File: config.mk
export PLATFORM = sky130hd
export DESIGN_NAME = s2l_ctrl
export DESIGN_NICKNAME = d
export VERILOG_FILES = /design/src/s2l_pkg.sv /design/src/s2l_ctrl.sv
export SDC_FILE = /design/constraint.sdc
export NUM_CORES = 1
export LEC_CHECK = 0
export ABC_AREA = 1
export BUFFER_PORTS_ARGS = -buffer_cell sky130_fd_sc_hd__buf_2
export CORE_AREA = 8 8 45 47
export DETAILED_ROUTE_END_ITERATION = 7
export DIE_AREA = 0 0 53 55
export GPL_TIMING_DRIVEN = 0
export SLEW_MARGIN = 0
export SYNTH_ARGS = -nofsm -noshare
export SYNTH_HDL_FRONTEND = slang
export SYNTH_SLANG_ARGS = --single-unit
File: constraint.sdc
create_clock -name clk -period 2.4 [get_ports clk]
set_input_delay 0.36 -clock clk [delete_from_list [all_inputs] [get_ports clk]]
set_output_delay 0.36 -clock clk [all_outputs]
set_load 0.05 [all_outputs]
File: src/s2l_pkg.sv
package s2l_pkg;

    // Input operation codes
    localparam logic OP_LOAD    = 1'b0;
    localparam logic OP_CONVERT = 1'b1;

    // Result status codes
    localparam logic [1:0] STAT_OK     = 2'd0;
    localparam logic [1:0] STAT_BEFORE = 2'd1;
    localparam logic [1:0] STAT_BEYOND = 2'd2;

    // Configuration register indexes
    localparam logic [2:0] CFG_YEARS_IN_TABLE  = 3'd0;
    localparam logic [2:0] CFG_EPOCH_YEAR      = 3'd1;
    localparam logic [2:0] CFG_EPOCH_MONTH     = 3'd2;
    localparam logic [2:0] CFG_EPOCH_DAY       = 3'd3;
    localparam logic [2:0] CFG_BASE_LUNAR_YEAR = 3'd4;

    localparam int CFG_INDEX_W = 3;
    localparam int CFG_DATA_W  = 14;

    // Configuration reset values
    localparam logic [8:0]  RST_YEARS_IN_TABLE  = 9'd200;
    localparam logic [13:0] RST_EPOCH_YEAR      = 14'd1900;
    localparam logic [3:0]  RST_EPOCH_MONTH     = 4'd1;
    localparam logic [4:0]  RST_EPOCH_DAY       = 5'd31;
    localparam logic [13:0] RST_BASE_LUNAR_YEAR = 14'd1900;

    localparam int WORD_W = 20;

    // Day offset from the epoch, signed; the magnitude part holds walk values
    localparam int OFFS_W = 24;
    localparam int MAG_W  = OFFS_W - 1;

    localparam logic [4:0] LEN_SHORT = 5'd29;
    localparam logic [4:0] LEN_LONG  = 5'd30;
    localparam logic [8:0] YEAR12_BASE = 9'd348;   // 12 months of 29 days
    localparam logic [8:0] YEAR13_BASE = 9'd377;   // 13 months of 29 days
    localparam logic [17:0] DAYS_PER_ERA = 18'd146097;

    typedef enum logic [2:0] {
        ST_IDLE,
        ST_ERA,
        ST_DOY,
        ST_DOE,
        ST_OFFS,
        ST_YEAR,
        ST_MONTH,
        ST_DONE
    } state_t;

    typedef struct packed {
        logic capture;
        logic tbl_write;
        logic era_en;
        logic doy_en;
        logic doe_en;
        logic offs_en;
        logic year_scan;
        logic year_step;
        logic year_hit;
        logic month_step;
        logic set_before;
        logic set_beyond;
        logic out_load;
    } ctrl_cmd_t;

    typedef struct packed {
        logic offs_neg;
        logic year_end;
        logic year_hit;
        logic month_done;
    } dp_stat_t;

    // 400-year era of a date; January and February count to the year before.
    // floor(y / 400) = floor(floor(y / 16) / 25), and x * 41 >> 10 is exact
    // for x below 1024.
    function automatic logic signed [6:0] era_of(input logic [13:0] y,
                                                 input logic [3:0] m);
        logic [13:0] ya;
        logic [15:0] p;
        ya = (m <= 4'd2) ? y - 14'd1 : y;
        p  = 16'(ya[13:4]) * 16'd41;
        if ((m <= 4'd2) && (y == 14'd0))
            return -7'sd1;
        return $signed({1'b0, p[15:10]});
    endfunction

    // Year within the era, 0 to 399
    function automatic logic [8:0] yoe_of(input logic [13:0] y,
                                          input logic [3:0] m,
                                          input logic signed [6:0] era);
        logic [13:0] ya;
        logic [13:0] r;
        ya = (m <= 4'd2) ? y - 14'd1 : y;
        r  = ya - 14'(era[5:0]) * 14'd400;
        if (era[6])
            return 9'd399;
        return r[8:0];
    endfunction

    // Day of the March-based year; may reach -1 for a zero day
    function automatic logic signed [9:0] doy_of(input logic [3:0] m,
                                                 input logic [4:0] d);
        logic [3:0] mp;
        logic [8:0] b;
        mp = (m > 4'd2) ? m - 4'd3 : m + 4'd9;
        case (mp)
            4'd0:    b = 9'd0;
            4'd1:    b = 9'd31;
            4'd2:    b = 9'd61;
            4'd3:    b = 9'd92;
            4'd4:    b = 9'd122;
            4'd5:    b = 9'd153;
            4'd6:    b = 9'd184;
            4'd7:    b = 9'd214;
            4'd8:    b = 9'd245;
            4'd9:    b = 9'd275;
            4'd10:   b = 9'd306;
            4'd11:   b = 9'd337;
            4'd12:   b = 9'd367;
            default: b = 9'd0;
        endcase
        return $signed({1'b0, b}) + $signed({5'b0, d}) - 10'sd1;
    endfunction

    // Day of the era: yoe*365 + yoe/4 - yoe/100 + doy
    function automatic logic signed [18:0] doe_of(input logic [8:0] yoe,
                                                  input logic signed [9:0] doy);
        logic [17:0] y365;
        logic [11:0] p;
        y365 = 18'(yoe) * 18'd365;
        p    = 12'(yoe[8:2]) * 12'd41;
        return $signed({1'b0, y365}) + $signed({12'b0, yoe[8:2]})
             - $signed({17'b0, p[11:10]}) + 19'(doy);
    endfunction

endpackage

File: src/s2l_ctrl.sv
module s2l_ctrl (
    input  logic                clk,
    input  logic                rst_n,
    input  logic                in_valid,
    input  logic                operation,
    output logic                in_stall,
    output logic                out_valid,
    input  logic                out_stall,
    input  s2l_pkg::dp_stat_t   stat,
    output s2l_pkg::ctrl_cmd_t  cmd
);

    s2l_pkg::state_t state_reg;
    s2l_pkg::state_t state_next;
    logic            out_valid_reg;
    logic            out_valid_next;
    logic            out_free;

    assign out_free  = !out_valid_reg || !out_stall;
    assign out_valid = out_valid_reg;

    always_ff @(posedge clk or negedge rst_n)
    begin
        if (!rst_n)
        begin
            state_reg     <= s2l_pkg::ST_IDLE;
            out_valid_reg <= 1'b0;
        end
        else
        begin
            state_reg     <= state_next;
            out_valid_reg <= out_valid_next;
        end
    end

    always_comb
    begin
        state_next = state_reg;
        cmd        = '0;
        in_stall   = 1'b1;

        case (state_reg)
            s2l_pkg::ST_IDLE:
            begin
                in_stall = 1'b0;
                if (in_valid)
                begin
                    if (operation == s2l_pkg::OP_LOAD)
                    begin
                        cmd.tbl_write = 1'b1;
                    end
                    else
                    begin
                        cmd.capture = 1'b1;
                        state_next  = s2l_pkg::ST_ERA;
                    end
                end
            end
            s2l_pkg::ST_ERA:
            begin
                cmd.era_en = 1'b1;
                state_next = s2l_pkg::ST_DOY;
            end
            s2l_pkg::ST_DOY:
            begin
                cmd.doy_en = 1'b1;
                state_next = s2l_pkg::ST_DOE;
            end
            s2l_pkg::ST_DOE:
            begin
                cmd.doe_en = 1'b1;
                state_next = s2l_pkg::ST_OFFS;
            end
            s2l_pkg::ST_OFFS:
            begin
                // table entry zero is read here, ready for the year walk
                cmd.offs_en = 1'b1;
                if (stat.offs_neg)
                begin
                    cmd.set_before = 1'b1;
                    state_next     = s2l_pkg::ST_DONE;
                end
                else
                begin
                    state_next = s2l_pkg::ST_YEAR;
                end
            end
            s2l_pkg::ST_YEAR:
            begin
                cmd.year_scan = 1'b1;
                if (stat.year_end)
                begin
                    cmd.set_beyond = 1'b1;
                    state_next     = s2l_pkg::ST_DONE;
                end
                else if (stat.year_hit)
                begin
                    cmd.year_hit = 1'b1;
                    state_next   = s2l_pkg::ST_MONTH;
                end
                else
                begin
                    cmd.year_step = 1'b1;
                end
            end
            s2l_pkg::ST_MONTH:
            begin
                if (stat.month_done)
                begin
                    state_next = s2l_pkg::ST_DONE;
                end
                else
                begin
                    cmd.month_step = 1'b1;
                end
            end
            s2l_pkg::ST_DONE:
            begin
                // hold until the output register is free
                if (out_free)
                begin
                    cmd.out_load = 1'b1;
                    state_next   = s2l_pkg::ST_IDLE;
                end
            end
            default:
            begin
                state_next = s2l_pkg::ST_IDLE;
            end
        endcase
    end

    always_comb
    begin
        out_valid_next = out_valid_reg;
        if (cmd.out_load)
        begin
            out_valid_next = 1'b1;
        end
        else if (out_valid_reg && !out_stall)
        begin
            out_valid_next = 1'b0;
        end
    end

endmodule

## Word-level counts from Yosys, hierarchy flattened

Index checks and enable logic that the tools add are counted.
W data, S select, Z words.

| cells by class | value |
|---|---|
| add/sub/neg operators | 0 |
| multipliers | 0 |
| div/mod/pow operators | 0 |
| order comparisons | 0 |
| equality and inequality tests | 12 |
| shift-type cells | 0 |
| muxes and demuxes | 31 |
| bitwise logic cells | 0 |
| reduce and logical (&&, ||, !) cells | 7 |

Operators with widths:

| operator | count |
|---|---|
| $pmux W3 S8 | 1 |
| $mux W3 | 7 |
| $mux W1 | 19 |
| $eq A3 B3 Y1 const B | 4 |
| $mux W2 | 4 |
| $ne A2 B2 Y1 const B | 4 |
| $eq A3 B2 Y1 const B | 2 |
| $reduce_and A5 Y1 | 1 |
| $eq A3 B1 Y1 const B | 1 |
| $logic_not A3 Y1 | 1 |
| $ne A3 B3 Y1 const B | 1 |
| $logic_not A1 Y1 | 2 |
| $reduce_bool A2 Y1 | 1 |
| $logic_and A1 B1 Y1 | 1 |
| $logic_or A1 B1 Y1 | 1 |

| word-level totals | value |
|---|---|
| flip-flop bits (word level) | 4 |
| bits in latches | 0 |
| bits in writable memories | 0 |
| bits in read-only memories | 0 |
| memories kept | 0 |

## Logic depth before layout (Yosys ltp)

| logic depth | value |
|---|---|
| depth in word-level cells | 5 |
| depth in mapped cells | 9 |

## Least setup slack after synthesis

No wires, ideal clock.

| timing | value |
|---|---|
| path type | flip-flop to output port |
| start point | register state_reg[0] |
| end point | output port cmd[12] (netlist name) |
| arrival | 1.977 ns |
| setup slack | 0.063 ns |
| stages on the path, launching flop included | 5 |
| buffers on the path | 1 |
| path through | dfrtp_1 buf_6 nor2_2 nand2_2 nor3_1 |

RTL lines:

| what | RTL line | RTL |
|---|---|---|
| start, declared | s2l_ctrl.sv:13 | `s2l_pkg::state_t state_reg;` |
| start signal, assigned | s2l_ctrl.sv:26 | `state_reg <= s2l_pkg::ST_IDLE;` |
| start signal, assigned | s2l_ctrl.sv:31 | `state_reg <= state_next;` |
| end, declared | s2l_ctrl.sv:10 | `output s2l_pkg::ctrl_cmd_t cmd` |

==> flow_summary_export.csv <==
group,metric,value,unit
setup_path,r2r_start,"state_reg[1]$_DFFE_PN0P_",
pwr,pwr-share-clk,9.6,%
worst_hold_path,hp-class,"in2reg",
layout,final_util,41.8,%
yosys,synth_top_area_share,24.4,%
place,io_buffers,23,
place,place_hpwl,897,um
pwr,switchingPower,0.513,mW
global_routing,grt_max_degree,9,
pwr,power_frac_comb,75.3,%
yosys,synth_common_cells,"nand2_1, inv_1, nand3_1, nor2_1",
floorplan,io_pins,24,
place,gp_congestion,0.695,
layout,largest_register_ffs,3,
yosys,synth_cells,60,
pwr,seq_power_share,15.1,%
pwr,ir_worst_vdd,0.457,mV
global_routing,grt.total_usage,8.15,%
global_routing,grt_first_pass_wirelength,1.81,mm
floorplan,dieHeight,55,um
setup_path,crit_arrival,1.42,ns
pwr,p_int,0.328,mW
run_status,status,"finished clean",
setup_path,end_kind,"output pin",
yosys,yosysWarnings,0,
timing,finalCritPeriodShare,74.1,%
global_routing,antenna_found_initial,0,
setup_path,crit_path_max_incr_delay,0.45,ns
layout,nFillCells,150,
timing,skew,0.00160,ns
yosys,postSynthAreaPerCell,6.84,um2
routing,wirelength,999,um
timing,fmax,0.562,GHz
setup_path,critPathLaunchType,"register",
yosys,synth_ff_type,"dfrtp_1",
setup_path,r2r_slack,1.17,ns
layout,area_growth,40.9,%
yosys,yosys-top-cells-area,"dfrtp_1, nor2_4, nand2_1",
yosys,seq_area_frac_synth,24.4,%
layout,fin_nets,98,
routing,ant_nets,0,
yosys,netlist-cell-type-count,17,
pwr,switching_share,61.0,%
yosys,syn_area,410,um2
yosys,synth-edff-count,0,
timing,rsz0062_at_grt,"no",
floorplan,core,0.00138,mm2
clock_network,tritoncts,"done",
timing,fin_crit,1.78,ns
layout,drive_gt1_share,48.3,%
pwr,p_leak,0.368,nW
setup_path,rr_worst_depth,8,
timing,drv_slew,0,
routing,vias_per_cell,4.38,
clock_network,clk_latency,0.23,ns
clock_network,worst_setup_hold_path_clk_slew,0.04,ns
yosys,synth_nets,69,
yosys,synthArstFlopShare,100,%
routing,drt-initial-drc-count,4,
setup_path,cp_max_fo,6,
global_routing,grt_pass1_vias,442,
timing,max_slew_margin,83.1,%
setup_path,criticalPathCategory,"reg2out",
setup_path,cp_top_family,"flip-flops",
worst_hold_path,worstHoldStart,"out_stall",
floorplan,dieArea,0.00292,mm2
timing,fin_tns_setup,0,ns
floorplan,start_util,29.7,%
yosys,synth_top_cell_by_area,"dfrtp_1",
job,drv_cap,0,
routing,wl_per_cell,9.70,um
timing,hold_viol_final,0,
yosys,synth_most_common_cell,"nand2_1",
layout,antenna_cells,0,
clock_network,htree_num_levels,1,
floorplan,die_w,53,um
routing,drc_errors,0,
pwr,power_density,1450,mW/mm2
timing,worst_pin_slew,0.255,ns
clock_network,cts_resized,0,
clock_network,numCtsBuffers,3,
global_routing,overflow,0,
yosys,ys_ff_latch,4,
setup_path,crit_chain,"nor2_2 > nand2_2 > nor3_1 > buf_2",
setup_path,r2r_end,"state_reg[1]$_DFFE_PN0P_",
clock_network,cts-root-buf,"clkbuf_4",
worst_hold_path,worst_hold_path.num_cells,3,
setup_path,path_buf_inv,1,
clock_network,cts_setup_buffers,0,
setup_path,slowest_stage,"dfrtp_1",
clock_network,cts.sink_count,4,
clock_network,ctsHoldBuffers,1,
timing,setup_viol,0,
worst_hold_path,holdPathEnd,"out_valid$_DFFE_PN0P_",
routing,dr.pass1.iters,4,
setup_path,required,2.04,ns
floorplan,num_rows,14,
routing,vias,451,
clock_network,clk_path_buf_depth,2,
-- how the worst max path moves through the flow --
stage	to	cells after the start	startpoint
floorplan	cmd[12]	4	state_reg[0]$_DFFE_PN0P_
global placement	cmd[12]	4	state_reg[1]$_DFFE_PN0P_
detailed placement	cmd[12]	4	state_reg[1]$_DFFE_PN0P_
CTS	cmd[12]	4	state_reg[1]$_DFFE_PN0P_
global route	cmd[12]	4	state_reg[1]$_DFFE_PN0P_
finish	cmd[12]	4	state_reg[1]$_DFFE_PN0P_
-- cell type report --
type                       count  area, um2  area share [%]
inverter                      11       43.8            7.58
clock buffer                   3       22.5            3.90
buffer                         3       30.0            5.19
timing repair buffer          24        125            21.6
sequential                     4        100            17.3
multi-input combinational     42        236            40.9
tap                           16       20.0            3.46
-- cells by family (layout without fill, tap and decap cells) --
group / Yosys count / after routing / share of synthesized area, %
DFF: 4 / 4 / 24.4
AOI/OAI and AO/OA: 3 / 3 / 3.66
and+or+nand+nor: 39 / 39 / 54.0
buffers and inverters: 14 / 41 / 18.0
-- routing by layer --
layer	global-route usage [%]	part of all wire, %	vias to the layer above	wire [um]
met1	7.62	37	198	369
met2	14.1	55	14	548
met5	0	0	-	0
met3	4.81	8.1	0	81
met4	3.88	0	0	0
li1	-	-	239	-
-- cell usage in the layout, fill, tap and decap left out, drive strengths merged --
cell type    instances
inv                 11
o21ai                2
nand2               14
buf                 26
nor2                13
clkbuf               3
a21oi                1
dlygate4sd3          1
dfrtp                4
nand3                9
nor3                 3
-- through the flow --
stage | std cells | instance area, um2 | power (mW) | setup slack [ns] | hold WS [ns]
after floorplan | 60 | 410 | 0.649 | 0.0632 | 0.0644
after global placement | 99 | 546 | 0.764 | 0.867 | 0.170
after detailed placement | 99 | 546 | 0.772 | 0.844 | 0.170
after CTS | 103 | 578 | 0.860 | 0.587 | 0.376
after global routing | 103 | 578 | 0.911 | 0.505 | 0.400
final | 103 | 578 | 0.841 | 0.621 | 0.379
-- power by group through the flow --
stage	clock, mW	sequential (mW)	combinational (mW)
6_report	0.0807	0.127	0.633
5_1_grt	0.0887	0.132	0.690
4_1_cts	0.0861	0.127	0.647
3_5_place_dp	0	0.128	0.644
3_3_place_gp	0	0.126	0.637
2_1_floorplan	0	0.141	0.508
-- worst reg2reg max path: cells and delay by family, from the launching register on --
| family | cells | cell delay [ns] |
|---|---|---|
| simple gates | 7 | 0.52 |
| flops | 1 | 0.45 |
| buf+inv | 1 | 0.15 |
(Power assumes the default switching activity.)
